===== config.mk =====
export PLATFORM = sky130hd
export DESIGN_NAME = midi_message_framer
export DESIGN_NICKNAME = d
export VERILOG_FILES = /design/src/hw/rtl/mmf_pkg.sv /design/src/hw/rtl/mmf_ram.sv /design/src/hw/rtl/mmf_queue.sv /design/src/hw/rtl/mmf_front.sv /design/src/hw/rtl/mmf_back.sv /design/src/hw/rtl/midi_message_framer.sv
export SDC_FILE = /design/constraint.sdc
export NUM_CORES = 1
export LEC_CHECK = 0
export BUFFER_PORTS_ARGS = -buffer_cell sky130_fd_sc_hd__buf_4
export CORE_MARGIN = 4
export CORE_UTILIZATION = 55
export DETAILED_ROUTE_END_ITERATION = 8
export PLACE_DENSITY = 0.79
export SLEW_MARGIN = 40
export SYNTH_ARGS = -nofsm -noshare
export SYNTH_HDL_FRONTEND = slang
export SYNTH_SLANG_ARGS = --single-unit

===== constraint.sdc =====
create_clock -name clk -period 4.5 [get_ports clk]
set_input_delay 0.225 -clock clk [delete_from_list [all_inputs] [get_ports clk]]
set_output_delay 0.225 -clock clk [all_outputs]
set_load 0.005 [all_outputs]

===== src/hw/rtl/mmf_pkg.sv =====
// ----------------------------------------------------------------------------
// mmf_pkg
// Shared sizes, byte codes, length tables and types of the MIDI framer.
// ----------------------------------------------------------------------------
package mmf_pkg;

  localparam int MAX_CHUNK   = 32;
  localparam int CNT_W       = $clog2(MAX_CHUNK + 1);
  localparam int ADDR_W      = $clog2(MAX_CHUNK);
  localparam int QUEUE_DEPTH = 2;
  localparam int QPTR_W      = $clog2(QUEUE_DEPTH);
  localparam int QCNT_W      = $clog2(QUEUE_DEPTH + 1);

  localparam int CFG_W      = 6;
  localparam int CMP_W      = 8;
  localparam int APB_DATA_W = 32;
  localparam int APB_ADDR_W = 3;

  localparam logic [CFG_W-1:0] CHUNK_RESET = CFG_W'(32);
  localparam logic             REG_CHUNK   = 1'b0;

  localparam logic [7:0] RT_MIN      = 8'hF8;
  localparam logic [7:0] SYSEX_END   = 8'hF7;
  localparam logic [7:0] SYSEX_START = 8'hF0;
  localparam logic [7:0] COMMON_MIN  = 8'hF1;

  typedef struct packed {
    logic              flush;
    logic [7:0]        data;
    logic [CNT_W-1:0]  len;
  } cmd_t;

  typedef struct packed {
    logic              we;
    logic [ADDR_W-1:0] addr;
    logic [7:0]        data;
  } ram_wr_t;

  typedef struct packed {
    logic busy;
    logic done;
  } back_stat_t;

  function automatic logic [1:0] chan_len(input logic [2:0] idx);
    logic [1:0] len;
    case (idx)
      3'd4, 3'd5: len = 2'd2;
      3'd7:       len = 2'd0;
      default:    len = 2'd3;
    endcase
    return len;
  endfunction

  function automatic logic [1:0] common_len(input logic [2:0] idx);
    logic [1:0] len;
    case (idx)
      3'd1, 3'd3:       len = 2'd2;
      3'd2:             len = 2'd3;
      3'd4, 3'd5, 3'd6: len = 2'd1;
      default:          len = 2'd0;
    endcase
    return len;
  endfunction

endpackage


===== src/hw/rtl/mmf_ram.sv =====
// ----------------------------------------------------------------------------
// mmf_ram
// Generic single-write, single-read RAM with registered read data.
// ----------------------------------------------------------------------------
module mmf_ram #(
  parameter int WIDTH = 8,
  parameter int DEPTH = 32
) (
  input  logic                     clk,
  input  logic                     we,
  input  logic [$clog2(DEPTH)-1:0] waddr,
  input  logic [WIDTH-1:0]         wdata,
  input  logic [$clog2(DEPTH)-1:0] raddr,
  output logic [WIDTH-1:0]         rdata
);

  logic [WIDTH-1:0] mem [DEPTH];
  logic [WIDTH-1:0] rdata_r;

  always_ff @(posedge clk) begin
    if (we) begin
      mem[waddr] <= wdata;
    end
    rdata_r <= mem[raddr];
  end

  assign rdata = rdata_r;

endmodule


===== src/hw/rtl/mmf_queue.sv =====
// ----------------------------------------------------------------------------
// mmf_queue
// Short command queue between the classifier and the emitter.
// ----------------------------------------------------------------------------
module mmf_queue
  import mmf_pkg::*;
(
  input  logic clk,
  input  logic rst_n,
  input  logic push,
  input  cmd_t push_cmd,
  input  logic pop,
  output logic full,
  output logic not_empty,
  output cmd_t head
);

  cmd_t              entry_r [QUEUE_DEPTH];
  logic [QPTR_W-1:0] wr_ptr_r, wr_ptr_nxt;
  logic [QPTR_W-1:0] rd_ptr_r, rd_ptr_nxt;
  logic [QCNT_W-1:0] cnt_r, cnt_nxt;
  logic              do_push, do_pop;

  assign full      = (cnt_r == QCNT_W'(QUEUE_DEPTH));
  assign not_empty = (cnt_r != '0);
  assign head      = entry_r[rd_ptr_r];
  assign do_push   = push && !full;
  assign do_pop    = pop && not_empty;

  always_comb begin
    wr_ptr_nxt = wr_ptr_r;
    rd_ptr_nxt = rd_ptr_r;
    cnt_nxt    = cnt_r;
    if (do_push) begin
      wr_ptr_nxt = (wr_ptr_r == QPTR_W'(QUEUE_DEPTH - 1)) ? '0 : wr_ptr_r + 1'b1;
    end
    if (do_pop) begin
      rd_ptr_nxt = (rd_ptr_r == QPTR_W'(QUEUE_DEPTH - 1)) ? '0 : rd_ptr_r + 1'b1;
    end
    if (do_push && !do_pop) begin
      cnt_nxt = cnt_r + 1'b1;
    end else if (do_pop && !do_push) begin
      cnt_nxt = cnt_r - 1'b1;
    end
  end

  always_ff @(posedge clk) begin
    if (!rst_n) begin
      wr_ptr_r <= '0;
      rd_ptr_r <= '0;
      cnt_r    <= '0;
    end else begin
      wr_ptr_r <= wr_ptr_nxt;
      rd_ptr_r <= rd_ptr_nxt;
      cnt_r    <= cnt_nxt;
    end
  end

  always_ff @(posedge clk) begin
    if (do_push) begin
      entry_r[wr_ptr_r] <= push_cmd;
    end
  end

endmodule


===== src/hw/rtl/mmf_front.sv =====
// ----------------------------------------------------------------------------
// mmf_front
// Classify input bytes, track running status and SysEx, fill the message
// buffer and queue emit commands.
// ----------------------------------------------------------------------------
module mmf_front
  import mmf_pkg::*;
(
  input  logic             clk,
  input  logic             rst_n,
  input  logic             in_tvalid,
  output logic             in_tready,
  input  logic [7:0]       in_tdata,
  input  logic [CFG_W-1:0] chunk_size,
  input  logic             q_full,
  output logic             q_push,
  output cmd_t             q_cmd,
  output ram_wr_t          ram_wr,
  input  back_stat_t       back_stat,
  output logic             flush_busy
);

  logic [CNT_W-1:0] cnt_r, cnt_nxt;
  logic [1:0]       exp_r, exp_nxt;
  logic             sx_r, sx_nxt;
  logic [7:0]       rs_r, rs_nxt;
  logic             fl_r, fl_nxt;

  logic             acc;
  logic [CMP_W-1:0] cfg_ext, lim;
  logic [CNT_W-1:0] cnt1, cnt_eff;
  logic [1:0]       exp_eff;

  assign in_tready  = !q_full && !fl_r;
  assign acc        = in_tvalid && in_tready;
  assign flush_busy = fl_r;

  always_comb begin
    cfg_ext = CMP_W'(chunk_size);
    if (cfg_ext < CMP_W'(2)) begin
      lim = CMP_W'(2);
    end else if (cfg_ext > CMP_W'(MAX_CHUNK)) begin
      lim = CMP_W'(MAX_CHUNK);
    end else begin
      lim = cfg_ext;
    end
  end

  always_comb begin
    cnt_nxt = cnt_r;
    exp_nxt = exp_r;
    sx_nxt  = sx_r;
    rs_nxt  = rs_r;
    fl_nxt  = fl_r && !back_stat.done;
    q_push  = 1'b0;
    q_cmd   = '0;
    ram_wr  = '0;
    cnt1    = '0;
    cnt_eff = cnt_r;
    exp_eff = exp_r;
    if (acc) begin
      if (in_tdata >= RT_MIN) begin
        q_push     = 1'b1;
        q_cmd.data = in_tdata;
        q_cmd.len  = CNT_W'(1);
      end else if (in_tdata == SYSEX_END) begin
        if (sx_r) begin
          ram_wr      = '{we: 1'b1, addr: cnt_r[ADDR_W-1:0], data: in_tdata};
          q_push      = 1'b1;
          q_cmd.flush = 1'b1;
          q_cmd.len   = cnt_r + 1'b1;
          sx_nxt      = 1'b0;
          rs_nxt      = '0;
          cnt_nxt     = '0;
          fl_nxt      = 1'b1;
        end
      end else if (sx_r) begin
        ram_wr = '{we: 1'b1, addr: cnt_r[ADDR_W-1:0], data: in_tdata};
        cnt1   = cnt_r + 1'b1;
        if (CMP_W'(cnt1) >= lim) begin
          q_push      = 1'b1;
          q_cmd.flush = 1'b1;
          q_cmd.len   = cnt1;
          cnt_nxt     = '0;
          fl_nxt      = 1'b1;
        end else begin
          cnt_nxt = cnt1;
        end
      end else if (in_tdata[7]) begin
        ram_wr = '{we: 1'b1, addr: '0, data: in_tdata};
        if (in_tdata == SYSEX_START) begin
          sx_nxt  = 1'b1;
          cnt_nxt = CNT_W'(1);
          rs_nxt  = '0;
          exp_nxt = '0;
        end else if (in_tdata >= COMMON_MIN) begin
          rs_nxt  = '0;
          exp_nxt = common_len(in_tdata[2:0]);
          if (common_len(in_tdata[2:0]) == 2'd1) begin
            q_push      = 1'b1;
            q_cmd.flush = 1'b1;
            q_cmd.len   = CNT_W'(1);
            cnt_nxt     = '0;
            fl_nxt      = 1'b1;
          end else begin
            cnt_nxt = CNT_W'(1);
          end
        end else begin
          rs_nxt  = in_tdata;
          exp_nxt = chan_len(in_tdata[6:4]);
          cnt_nxt = CNT_W'(1);
        end
      end else if (cnt_r != '0 || rs_r != '0) begin
        // buffer slot 0 already holds the running status byte
        if (cnt_r == '0) begin
          cnt_eff = CNT_W'(1);
          exp_eff = chan_len(rs_r[6:4]);
          cnt_nxt = cnt_eff;
          exp_nxt = exp_eff;
        end
        if (exp_eff != '0 && cnt_eff < CNT_W'(exp_eff)) begin
          ram_wr = '{we: 1'b1, addr: cnt_eff[ADDR_W-1:0], data: in_tdata};
          cnt1   = cnt_eff + 1'b1;
          if (cnt1 == CNT_W'(exp_eff)) begin
            q_push      = 1'b1;
            q_cmd.flush = 1'b1;
            q_cmd.len   = cnt1;
            cnt_nxt     = '0;
            fl_nxt      = 1'b1;
          end else begin
            cnt_nxt = cnt1;
          end
        end
      end
    end
  end

  always_ff @(posedge clk) begin
    if (!rst_n) begin
      cnt_r <= '0;
      exp_r <= '0;
      sx_r  <= 1'b0;
      rs_r  <= '0;
      fl_r  <= 1'b0;
    end else begin
      cnt_r <= cnt_nxt;
      exp_r <= exp_nxt;
      sx_r  <= sx_nxt;
      rs_r  <= rs_nxt;
      fl_r  <= fl_nxt;
    end
  end

endmodule


===== src/hw/rtl/mmf_back.sv =====
// ----------------------------------------------------------------------------
// mmf_back
// Pop emit commands, stream single bytes or buffered runs to the output.
// ----------------------------------------------------------------------------
module mmf_back
  import mmf_pkg::*;
(
  input  logic              clk,
  input  logic              rst_n,
  input  logic              q_not_empty,
  input  cmd_t              q_head,
  output logic              q_pop,
  output logic [ADDR_W-1:0] ram_raddr,
  input  logic [7:0]        ram_rdata,
  output back_stat_t        stat,
  output logic              out_tvalid,
  input  logic              out_tready,
  output logic [7:0]        out_tdata,
  output logic              out_tlast
);

  typedef enum logic [1:0] {
    ST_IDLE,
    ST_FETCH,
    ST_EMIT
  } state_t;

  state_t           state_r, state_nxt;
  logic [CNT_W-1:0] idx_r, idx_nxt;
  logic [CNT_W-1:0] len_r, len_nxt;
  logic             vld_r, vld_nxt;
  logic [7:0]       data_r, data_nxt;
  logic             last_r, last_nxt;
  logic             out_free, is_last;

  assign out_free  = !vld_r || out_tready;
  assign is_last   = (idx_r + 1'b1) == len_r;
  assign ram_raddr = idx_r[ADDR_W-1:0];

  always_comb begin
    state_nxt = state_r;
    idx_nxt   = idx_r;
    len_nxt   = len_r;
    vld_nxt   = vld_r && !out_tready;
    data_nxt  = data_r;
    last_nxt  = last_r;
    q_pop     = 1'b0;
    stat      = '{busy: (state_r != ST_IDLE), done: 1'b0};
    case (state_r)
      ST_IDLE: begin
        if (q_not_empty && out_free) begin
          q_pop = 1'b1;
          if (q_head.flush) begin
            idx_nxt   = '0;
            len_nxt   = q_head.len;
            state_nxt = ST_FETCH;
          end else begin
            vld_nxt  = 1'b1;
            data_nxt = q_head.data;
            last_nxt = 1'b1;
          end
        end
      end
      ST_FETCH: begin
        state_nxt = ST_EMIT;
      end
      ST_EMIT: begin
        if (out_free) begin
          vld_nxt  = 1'b1;
          data_nxt = ram_rdata;
          last_nxt = is_last;
          if (is_last) begin
            stat.done = 1'b1;
            state_nxt = ST_IDLE;
          end else begin
            idx_nxt   = idx_r + 1'b1;
            state_nxt = ST_FETCH;
          end
        end
      end
      default: begin
        state_nxt = ST_IDLE;
      end
    endcase
  end

  always_ff @(posedge clk) begin
    if (!rst_n) begin
      state_r <= ST_IDLE;
      vld_r   <= 1'b0;
    end else begin
      state_r <= state_nxt;
      vld_r   <= vld_nxt;
    end
    idx_r  <= idx_nxt;
    len_r  <= len_nxt;
    data_r <= data_nxt;
    last_r <= last_nxt;
  end

  assign out_tvalid = vld_r;
  assign out_tdata  = data_r;
  assign out_tlast  = last_r;

endmodule


===== src/hw/rtl/midi_message_framer.sv =====
// ----------------------------------------------------------------------------
// midi_message_framer
// MIDI byte stream to framed messages with running status and SysEx chunks.
//
//   channel  dir  word contents
//   in_      in   tdata[7:0] in_byte
//   out_     out  tdata[7:0] out_byte, tlast last_of_run
//   cfg_     in   reg 0 at 0x0: sysex_chunk_size[5:0]
//
// An input byte is classified combinationally when it is accepted. A real-time
// word is queued and then loaded into the output register. A byte that
// completes a buffered run (message, single-byte common or SysEx chunk)
// starts a read of the buffer RAM: each word of the run takes a RAM read and
// an output load, and waits longer under out_tready stalls. The input is held
// off until the last word of the run is loaded, and while the queue is full.
// Reset is synchronous; no clearing pass is needed.
// ----------------------------------------------------------------------------
module midi_message_framer
  import mmf_pkg::*;
(
  input  logic                  clk,
  input  logic                  rst_n,
  input  logic                  in_tvalid,
  output logic                  in_tready,
  input  logic [7:0]            in_tdata,   // [7:0] in_byte
  output logic                  out_tvalid,
  input  logic                  out_tready,
  output logic [7:0]            out_tdata,  // [7:0] out_byte
  output logic                  out_tlast,
  input  logic                  cfg_psel,
  input  logic                  cfg_penable,
  input  logic                  cfg_pwrite,
  input  logic [APB_ADDR_W-1:0] cfg_paddr,
  input  logic [APB_DATA_W-1:0] cfg_pwdata,
  output logic [APB_DATA_W-1:0] cfg_prdata,
  output logic                  cfg_pready
);

  logic [CFG_W-1:0] chunk_r, chunk_nxt;
  logic             q_full, q_push, q_pop, q_not_empty;
  cmd_t             q_cmd, q_head;
  ram_wr_t          ram_wr;
  logic [ADDR_W-1:0] ram_raddr;
  logic [7:0]       ram_rdata;
  back_stat_t       back_stat;
  logic             flush_busy;

  assign cfg_pready = 1'b1;
  assign cfg_prdata = (cfg_paddr[2] == REG_CHUNK) ? APB_DATA_W'(chunk_r) : '0;

  always_comb begin
    chunk_nxt = chunk_r;
    if (cfg_psel && cfg_penable && cfg_pwrite && cfg_pready && cfg_paddr[2] == REG_CHUNK) begin
      chunk_nxt = cfg_pwdata[CFG_W-1:0];
    end
  end

  always_ff @(posedge clk) begin
    if (!rst_n) begin
      chunk_r <= CHUNK_RESET;
    end else begin
      chunk_r <= chunk_nxt;
    end
  end

  mmf_front u_front (
    .clk        (clk),
    .rst_n      (rst_n),
    .in_tvalid  (in_tvalid),
    .in_tready  (in_tready),
    .in_tdata   (in_tdata),
    .chunk_size (chunk_r),
    .q_full     (q_full),
    .q_push     (q_push),
    .q_cmd      (q_cmd),
    .ram_wr     (ram_wr),
    .back_stat  (back_stat),
    .flush_busy (flush_busy)
  );

  mmf_queue u_queue (
    .clk       (clk),
    .rst_n     (rst_n),
    .push      (q_push),
    .push_cmd  (q_cmd),
    .pop       (q_pop),
    .full      (q_full),
    .not_empty (q_not_empty),
    .head      (q_head)
  );

  mmf_ram #(
    .WIDTH (8),
    .DEPTH (MAX_CHUNK)
  ) u_ram (
    .clk   (clk),
    .we    (ram_wr.we),
    .waddr (ram_wr.addr),
    .wdata (ram_wr.data),
    .raddr (ram_raddr),
    .rdata (ram_rdata)
  );

  mmf_back u_back (
    .clk         (clk),
    .rst_n       (rst_n),
    .q_not_empty (q_not_empty),
    .q_head      (q_head),
    .q_pop       (q_pop),
    .ram_raddr   (ram_raddr),
    .ram_rdata   (ram_rdata),
    .stat        (back_stat),
    .out_tvalid  (out_tvalid),
    .out_tready  (out_tready),
    .out_tdata   (out_tdata),
    .out_tlast   (out_tlast)
  );

  a_no_write_while_draining: assert property (@(posedge clk) disable iff (!rst_n)
    back_stat.busy |-> !ram_wr.we)
    else $error("buffer written while a run is being read");

  a_done_matches_flush: assert property (@(posedge clk) disable iff (!rst_n)
    back_stat.done |-> flush_busy)
    else $error("run completed without an outstanding flush");

  a_queue_no_overflow: assert property (@(posedge clk) disable iff (!rst_n)
    q_push |-> !q_full)
    else $error("command pushed into a full queue");

  a_done_frees_input: assert property (@(posedge clk) disable iff (!rst_n)
    back_stat.done |=> !flush_busy)
    else $error("input still held after run completed");

endmodule

==> flow_summary.json, run 1 <==
{
  "run_status": "finished, final reports clean",
  "die_area_mm2": 0.0295,
  "gp_congestion": 0.882,
  "p_leak_nw": 5.92,
  "drt_iter0_markers": 1046,
  "maxSlewHeadroom_pct": 44.3,
  "cp_max_fo": 11,
  "clk_pin_slew_ps": 60,
  "ys.warnings.count": 0,
  "root_buffer": "clkbuf_16",
  "synth_edf_count": 307,
  "viasPerCell": 6.30,
  "worstPathRequired_ps": 4720,
  "fin_tns_setup_ps": 0,
  "combPwrFrac_pct": 21.8,
  "worst_slew_pin_slew_ps": 835,
  "fp.dieW_um": 172,
  "crit_type": "flip-flop to flip-flop",
  "min_path_cells": 3,
  "ys_seq_area_share_pct": 67.9,
  "fin_crit_sh_pct": 92.7,
  "crit_path_end_kind": "flip-flop",
  "slew_viol_final": 0,
  "reg2reg_slack_ps": 330,
  "period_minus_slack_ps": 4170,
  "start_util_pct": 56.3,
  "clkPwrFrac_pct": 32.5,
  "cp_cell_sequence": "nor4_1 -> and2_0 -> o21ai_0 -> ha_1 -> nor2b_1 -> or4_4 -> a211oi_4 -> o21ai_2 -> or2_0 -> nor3_2 -> buf_4",
  "ant_nets": 0,
  "yosys_most_used_dff": "edfxtp_1",
  "die_h_um": 172,
  "powerDensity_mw_per_mm2": 520,
  "timing.rr.start": "u_front.cnt_r[4]",
  "r2r-end": "u_ram.mem[7][7]",
  "routed_wl_mm": 34.1,
  "setup_slack_ps": 330,
  "avgRoutedWirePerCell_um": 23.9,
  "drv_cap": 0,
  "max_stage_delay_ps": 530,
  "vias": 8963,
  "final_common_cell": "edfxtp_1",
  "cp-start-kind": "flip-flop",
  "synth_cells": 982,
  "nNetsFinal": 1126,
  "rows": 59,
  "final_layout_size_suffix_gt1_share_pct": 19.0,
  "post-route-drc-count": 0,
  "cts_sinks": 347,
  "holdPathEnd": "u_front.rs_r[6]",
  "rsz0062_at_grt": "no",
  "cts_resized": 0,
  "grt_overflow": 0,
  "numCtsBuffers": 34,
  "place_ws_ps": 392,
  "numPortBuffers": 38,
  "grt_pass1_vias": 8816,
  "ir_drop_v": 0.000250,
  "synthArstFlopShare_pct": 0,
  "p_sw_mw": 2.48,
  "cts_tree": "built",
  "avgSynthCellArea_um2": 15.0,
  "finClkSkew_ps": 15.0,
  "antenna_found_initial": 0,
  "final-setup-viol-count": 0,
  "clk_latency_ps": 520,
  "first_pass_iters": 5,
  "layout_common_cells": "edfxtp_1, buf_4, nor2_1, mux2i_1, nand2_1",
  "postCtsSetupRepairBufs": 0,
  "finalHoldViolations": 0,
  "grt_max_degree": 89,
  "grt_pass1_wl_mm": 52.1,
  "design.core.area_mm2": 0.0262,
  "synth.distinct_cells": 72,
  "synthToLayoutAreaGrowth_pct": 13.6,
  "crit_arrival_ps": 4390,
  "min_from": "in_tdata[4]",
  "grt_usage_pct": 23.3,
  "reg2regPathDepth": 11,
  "fmax_mhz": 240,
  "synth_seq_cells": 347,
  "pin_count": 94,
  "slowest_stage": "or2_0",
  "diodes": 0,
  "switching_share_pct": 28.4,
  "dpl.hpwl_mm": 20.9,
  "synth_area_mm2": 0.0148,
  "clockBufferDepth": 3,
  "hold_path_class": "primary input to flip-flop",
  "power_frac_seq_pct": 45.7,
  "cts_max_level": 2,
  "p_int_mw": 6.25
}
==> flip-flops by register name, indices dropped and copies added, names as in the netlist, 6 cells and up, named ones only <==
signal / flops
u_front.rs_r: 8
u_ram.rdata: 8
u_front.cnt_r: 6
u_ram.mem: 256
u_back.idx_r: 6
u_queue.entry_r: 30
u_back.len_r: 6
chunk_r: 6
u_back.out_tdata: 8
==> power groups by stage <==
stage	clock (mW)	sequential, mW	combinational [mW]
6_report	2.83	3.99	1.90
5_1_grt	3.01	4.00	2.04
4_1_cts	2.86	3.99	1.88
3_5_place_dp	0	4.05	1.85
3_3_place_gp	0	4.04	1.80
2_1_floorplan	0	3.98	1.31
==> logic make-up after synthesis <==
logic type      Yosys count  share of synthesized area, %
mux                     112                          11.1
simple gates            225                          7.67
xor+xnor                 18                          1.16
fa+ha+maj                12                          1.02
other cells               2                        0.0509
flops                   347                          67.9
buf+inv                  98                          3.21
compound gates          168                          7.91
==> metrics by stage <==
| step | cells | util (%) | hold WS (ps) | power [mW] | instance area [um2] |
|---|---|---|---|---|---|
| 2_1_floorplan | 1007 | - | 287 | 5.29 | 14800 |
| 3_3_place_gp | 1356 | 59.4 | 441 | 5.84 | 15600 |
| 3_5_place_dp | 1356 | 59.4 | 454 | 5.90 | 15600 |
| 4_1_cts | 1423 | 63.9 | 20.0 | 8.74 | 16800 |
| 5_1_grt | 1423 | 63.9 | 25.1 | 9.05 | 16800 |
| 6_report | 1423 | 63.9 | 30.9 | 8.72 | 16800 |
==> routing by layer <==
metal	share of wire, %	global-route usage, %
met5	0	0
met4	3.4	8.82
met3	9.5	3.75
met2	49	37.5
met1	38	32.5
==> how the worst max path moves through the flow <==
stage          slack [ps]  cells after the start        startpoint               endpoint
3_3_place_gp          520                     10  u_front.cnt_r[4]       u_ram.mem[16][4]
6_report              330                     11  u_front.cnt_r[4]        u_ram.mem[7][7]
2_1_floorplan         170                     13  u_front.cnt_r[0]  u_queue.entry_r[0][0]
3_5_place_dp          390                     10  u_front.cnt_r[4]       u_ram.mem[16][4]
5_1_grt               120                     10  u_front.cnt_r[4]       u_ram.mem[16][7]
4_1_cts               330                     10  u_front.cnt_r[4]       u_ram.mem[16][1]
==> layout make-up <==
cell class              count  area (um2)
flip-flops and latches    347       10000
fillers                  1744        9450
multi-input cells         562        4360
clock buffers              46         947
repair buffers            100         781
well taps                 335         419
clock inverters            14         161
inverters                  19        71.3
==> Yosys cell counts, types with 7 or more instances <==
cell        n  area, um2
edfxtp_1  307       9220
nor2_1     69        259
mux2i_1    65        651
nand2_1    49        184
clkbuf_1   41        154
dfxtp_1    40        801
mux4_2     40        901
a21oi_1    34        170
o21ai_0    33        165
buf_4      27        203
o221ai_1   25        219
o22ai_1    18        113
inv_1      17       63.8
nor3_1     16       80.1
nand3_1    14       70.1
a21o_1     12       90.1
ha_1       12        150
nand2b_1   11       68.8
a211oi_1   10       75.1
nor2b_1    10       62.6
xor2_1     10       87.6
and2_1      9       56.3
and3_1      8       50.1
nand4_1     8       50.1
buf_1       7       26.3
mux2_2      7       78.8
nor4_1      7       43.8
xnor2_1     7       61.3
==> worst max-delay path, delay by kind of cell, from the launching register on <==
family / cells / cell delay, ps
compound gates: 3 / 740
fa+ha+maj: 1 / 290
buf+inv: 1 / 220
flops: 1 / 410
simple gates: 6 / 2220
==> timing repair <==
action                                  4_1_cts  5_1_grt
hold endpoints to repair                      6        0
hold buffers                                  7        0
endpoints found under the setup margin        0        0
(Power assumes the default switching activity.)
==> inputs of run 2 (changes only) <==
--- a/config.mk
+++ b/config.mk
@@ -7,9 +7,9 @@
 export LEC_CHECK = 0
 export BUFFER_PORTS_ARGS = -buffer_cell sky130_fd_sc_hd__buf_4
 export CORE_MARGIN = 4
-export CORE_UTILIZATION = 55
+export CORE_UTILIZATION = 30
 export DETAILED_ROUTE_END_ITERATION = 8
-export PLACE_DENSITY = 0.79
+export PLACE_DENSITY = 0.5
 export SLEW_MARGIN = 40
 export SYNTH_ARGS = -nofsm -noshare
 export SYNTH_HDL_FRONTEND = slang
==> run 2 against run 1 <==
Against the previous run: total power grew 0.87%; core utilization shrank 28 points; sequential power is essentially flat; largest cell class unchanged; cell count grew 24%; clock skew shrank 2.5 ps; sequential share of layout area shrank 1.8 points; combinational power is essentially flat; die area grew 79%; global-route usage shrank 10 points; register-to-register slack gained 210 ps; critical endpoint is now u_queue.cnt_r[1]; via count shrank 6.1%.
==> flow_summary.json, run 2 (synthesis results as in run 1) <==
{
  "final_layout_size_suffix_gt1_share_pct": 19.5,
  "nNetsFinal": 1136,
  "crit_type": "flip-flop to flip-flop",
  "avgRoutedWirePerCell_um": 20.1,
  "cts_max_level": 2,
  "rows": 80,
  "die_h_um": 230,
  "drv_cap": 0,
  "cp_max_fo": 11,
  "pin_count": 94,
  "max_stage_delay_ps": 450,
  "dp.cells": 1681,
  "numCtsBuffers": 38,
  "grt_pass1_wl_mm": 53.2,
  "p_leak_nw": 5.97,
  "period_minus_slack_ps": 3960,
  "clk_latency_ps": 530,
  "first_pass_iters": 5,
  "antenna_found_initial": 1,
  "grt_max_degree": 89,
  "dpl.hpwl_mm": 22.4,
  "powerDensity_mw_per_mm2": 509,
  "path_common_cell": "ha_1",
  "post-route-drc-count": 0,
  "critical_path.top_delay_family": "simple AND/OR/NAND/NOR gates",
  "clockBufferDepth": 3,
  "diodes": 0,
  "vias": 8417,
  "final_common_cell": "edfxtp_1",
  "fp.dieW_um": 230,
  "routed_wl_mm": 35.3,
  "worst_slew_pin_slew_ps": 831,
  "ant_nets": 0,
  "slew_viol_final": 0,
  "root_buffer": "clkbuf_16",
  "ir_drop_v": 0.000243,
  "cts_tree": "built",
  "cp-start-kind": "flip-flop",
  "numPortBuffers": 38,
  "setup_slack_ps": 537,
  "top_regs": "u_ram.mem x256, u_queue.entry_r x30",
  "layout_common_cells": "edfxtp_1, buf_4, nor2_1, mux2i_1, nand2_1",
  "critPathBufInv": 1,
  "fin_tns_setup_ps": 0,
  "placed_area_mm2": 0.0160,
  "cp_cell_sequence": "nor4_1 -> buf_4 -> nand3_1 -> o21ai_0 -> ha_1 -> nor2b_1 -> or4_4 -> a211oi_4 -> nand3_2 -> a31oi_4 -> ha_1 -> or3_1 -> a21oi_1",
  "slowest_stage": "nor4_1",
  "finClkSkew_ps": 12.5,
  "synthToLayoutAreaGrowth_pct": 17.1,
  "place_ws_ps": 567,
  "grt_pass1_vias": 8467,
  "worstPathRequired_ps": 4960,
  "die_area_mm2": 0.0528,
  "hold_path_class": "primary input to flip-flop",
  "design.core.area_mm2": 0.0481,
  "final_design_area_no_fill_mm2": 0.0173,
  "fmax_mhz": 252,
  "fill_cells": 4583,
  "instances_no_fill": 1759,
  "grt_usage_pct": 13.2,
  "gp_congestion": 0.851,
  "run_status": "finished, final reports clean",
  "viasPerCell": 4.79,
  "clk_pin_slew_ps": 60,
  "top_register": "u_ram.mem",
  "final-setup-viol-count": 0,
  "crit_path_end_kind": "flip-flop",
  "maxSlewHeadroom_pct": 44.2,
  "finalHoldViolations": 0,
  "largest_register_ffs": 256,
  "rsz0062_at_grt": "no",
  "drt_iter0_markers": 684,
  "cts_sinks": 347,
  "fin_crit_sh_pct": 88.1,
  "crit_arrival_ps": 4420,
  "grt_overflow": 0,
  "start_util_pct": 30.6
}
-- run 2: cell types whose count changed in the layout (fill, tap and decap cells not counted), sizes merged --
cell / previous run / this run
buf: 93 / 97
bufinv: 3 / 1
clkbuf: 46 / 53
clkinv: 10 / 13
clkinvlp: 0 / 1
dlygate4sd3: 7 / 9
-- run 2: area by class of cell --
cell class                      instances  area [um2]  share of cell area [%]
Tap cell                              656         821                    4.75
Multi-Input combinational cell        562        4360                    25.3
Clock buffer                           53        1050                    6.07
Inverter                               19        71.3                   0.413
Sequential cell                       347       10000                    58.0
Timing Repair Buffer                  106         831                    4.81
Clock inverter                         16         116                   0.674
-- run 2: tightest hold or removal path, stage by stage --
cell	delay (ps)
buf_4	130
inv_1	50
a211o_1	90
a21oi_1	50
-- run 2: per-layer routing --
| metal | track usage, % | part of all wire (%) |
|---|---|---|
| met5 | 0 | 0.037 |
| met4 | 3.84 | 2.3 |
| met3 | 2.31 | 4.6 |
| met2 | 20.9 | 47 |
| met1 | 18.6 | 47 |
-- run 2: what timing repair did --
action / 4_1_cts / 5_1_grt
buffers inserted: 0 / 0
resized for setup: 0 / 0
hold endpoints to repair: 9 / 0
hold buffers: 9 / 0
-- run 2: stage by stage --
stage	total power [mW]	utilization, %	hold slack, ps
floorplan	5.29	-	287
global placement	5.95	33.2	445
detailed placement	5.96	33.3	449
CTS	8.93	35.9	43.7
global route	9.24	35.9	57.0
finish	8.80	35.9	60.7
-- run 2: worst paths after layout --
path / startpoint / to / slack (ps) / cells past startpoint
worst min register to register: u_front.rs_r[3] / u_front.rs_r[3] / 460 / 2
worst max-delay path: u_front.cnt_r[4] / u_queue.cnt_r[1] / 540 / 13
worst min-delay path: in_tdata[6] / u_front.rs_r[6] / 60 / 4
worst max register to register: u_front.cnt_r[4] / u_queue.cnt_r[1] / 540 / 13
-- run 2: power breakdown --
part / leakage, nW / switching [mW] / internal, mW / total, mW
registers: 3.16 / 0.125 / 3.86 / 3.98
clock network: 0.566 / 1.23 / 1.69 / 2.92
logic: 2.25 / 1.16 / 0.724 / 1.89
total: 5.97 / 2.52 / 6.28 / 8.80
==> inputs of run 3 (changes only) <==
--- a/config.mk
+++ b/config.mk
@@ -8,9 +8,11 @@
 export BUFFER_PORTS_ARGS = -buffer_cell sky130_fd_sc_hd__buf_4
 export CORE_MARGIN = 4
 export CORE_UTILIZATION = 30
+export CTS_BUF_LIST = sky130_fd_sc_hd__clkbuf_4 sky130_fd_sc_hd__clkbuf_8
 export DETAILED_ROUTE_END_ITERATION = 8
 export PLACE_DENSITY = 0.5
 export SLEW_MARGIN = 40
 export SYNTH_ARGS = -nofsm -noshare
 export SYNTH_HDL_FRONTEND = slang
 export SYNTH_SLANG_ARGS = --single-unit
+export TNS_END_PERCENT = 5
==> run 3 against run 2 <==
Against the previous run: routed wire length up 0.45%; die area unchanged; count of clock-buffer cells in the layout up 24; first-iteration DRC count down 8.2%; core utilization about the same; hold slack better by 32 ps; critical path depth unchanged; critical endpoint unchanged; largest power group unchanged.
==> flow_summary.json, run 3 (synthesis results as in run 1) <==
{
  "run_status": "finished, final reports clean",
  "pin_count": 94,
  "worst_slew_pin_slew_ps": 861,
  "nNetsFinal": 1158,
  "grt_pass1_wl_mm": 53.7,
  "clkPwrFrac_pct": 31.2,
  "final-setup-viol-count": 0,
  "rsz0062_at_grt": "no",
  "root_buffer": "clkbuf_8",
  "numCtsBuffers": 54,
  "reg2reg_slack_ps": 510,
  "ir_drop_v": 0.000225,
  "grt_usage_pct": 13.2,
  "combPwrFrac_pct": 22.1,
  "largest_register_ffs": 256,
  "post-route-drc-count": 0,
  "holdBufCountCts": 15,
  "fp.dieW_um": 230,
  "fin_tns_setup_ps": 0,
  "top_register": "u_ram.mem",
  "vias": 8534,
  "ant_nets": 0,
  "fmax_mhz": 250,
  "rows": 80,
  "multiInputGateArea_mm2": 0.00436,
  "fill_cells": 4572,
  "p_sw_mw": 2.50,
  "max_stage_delay_ps": 460,
  "die_area_mm2": 0.0528,
  "final_common_cell": "edfxtp_1",
  "period_minus_slack_ps": 3990,
  "layout_common_cells": "edfxtp_1, buf_4, nor2_1, mux2i_1, clkbuf_8",
  "powerDensity_mw_per_mm2": 495,
  "cts_sinks": 347,
  "grt_pass1_vias": 8672,
  "hold_path_class": "primary input to flip-flop",
  "clk_latency_ps": 600,
  "cp_max_fo": 11,
  "slowest_stage": "nor4_1",
  "place_ws_ps": 567,
  "synthToLayoutAreaGrowth_pct": 17.0,
  "cts_tree": "built",
  "p_int_mw": 6.05,
  "path_common_cell": "ha_1",
  "cp-start-kind": "flip-flop",
  "p_total_mw": 8.54,
  "avgRoutedWirePerCell_um": 19.7,
  "slew_viol_final": 0,
  "grt_max_degree": 89,
  "finClkSkew_ps": 18.3,
  "cts_max_level": 2,
  "power_frac_seq_pct": 46.6,
  "grt_overflow": 0,
  "top_regs": "u_ram.mem x256, u_queue.entry_r x30",
  "numPortBuffers": 38,
  "final_layout_size_suffix_gt1_share_pct": 22.3,
  "crit_type": "flip-flop to flip-flop",
  "drt_iter0_markers": 628,
  "drv_cap": 0,
  "first_pass_iters": 5,
  "switching_share_pct": 29.2,
  "clockBufferDepth": 3,
  "setup_slack_ps": 508,
  "fin_util_pct": 35.8,
  "cts_resized": 0,
  "dpl.hpwl_mm": 22.4,
  "routed_wl_mm": 35.4,
  "crit_arrival_ps": 4510,
  "gp_congestion": 0.851,
  "design.core.area_mm2": 0.0481,
  "postCtsSetupRepairBufs": 0,
  "finalHoldViolations": 0,
  "maxSlewHeadroom_pct": 42.2,
  "viasPerCell": 4.76,
  "die_h_um": 230,
  "fin_crit_sh_pct": 88.7,
  "clk_pin_slew_ps": 60,
  "cp_cell_sequence": "nor4_1 -> buf_4 -> nand3_1 -> o21ai_0 -> ha_1 -> nor2b_1 -> or4_4 -> a211oi_4 -> nand3_2 -> a31oi_4 -> ha_1 -> or3_1 -> a21oi_1",
  "crit_path_end_kind": "flip-flop",
  "regArea_mm2": 0.0100,
  "start_util_pct": 30.6,
  "p_leak_nw": 6.01,
  "antenna_found_initial": 2,
  "worstPathRequired_ps": 5020
}
run 3: cell types whose count changed in the layout (fill, tap and decap cells not counted):
cell,before,now
clkbuf_8,2,58
clkbuf_16,39,0
clkbuf_4,0,19
clkbuf_1,12,0
dlygate4sd3_1,9,15
clkinv_2,4,7
clkinv_1,9,11
bufinv_16,1,2
clkinv_8,0,1
clkinvlp_4,1,0
diode_2,0,1
inv_16,1,0
inv_6,1,0
run 3: metrics by stage:
stage	hold WS [ps]	instance area [um2]	instances
global placement	445	16000	1681
detailed placement	449	16000	1681
CTS	30.4	17300	1793
floorplan	287	14800	1007
finish	92.5	17300	1794
global route	92.4	17300	1794
run 3: power groups by stage:
stage,clock [mW],combinational (mW),sequential [mW]
floorplan,0,1.31,3.98
global placement,0,1.90,4.05
detailed placement,0,1.91,4.06
CTS,2.75,1.92,3.99
global route,2.90,2.09,4.01
finish,2.67,1.89,3.98
run 3: routing by layer:
layer  vias up  track usage, %  wire, um
met5         -               0        15
met4         2            4.27       937
met3        61            2.38      1250
met2       157            20.8     16400
met1      4293            18.6     16800
li1       4021               -         -
run 3: final cells by class:
type / instances / area share, %
timing repair buffer: 112 / 5.16
clock inverter: 20 / 0.863
multi-input combinational: 562 / 25.3
clock buffer: 77 / 5.45
sequential: 347 / 58.1
tap: 656 / 4.76
antenna: 1 / 0.0145
inverter: 19 / 0.413
run 3: path summary, 6_finish.rpt:
check,from,to,cells after the start
setup / recovery,u_front.cnt_r[4],u_queue.cnt_r[1],13
setup reg to reg,u_front.cnt_r[4],u_queue.cnt_r[1],13
hold reg to reg,u_front.rs_r[3],u_front.rs_r[3],2
hold / removal,in_tdata[7],u_front.cnt_r[0],3
run 3: critical path: cells and delay by family (launching register included):
kind                     cells  cell delay (ps)
adder cells (fa/ha/maj)      2              580
flip-flops                   1              410
AO/OA/AOI/OAI                4              960
AND/OR/NAND/NOR              6             1730
buffers and inverters        1              230
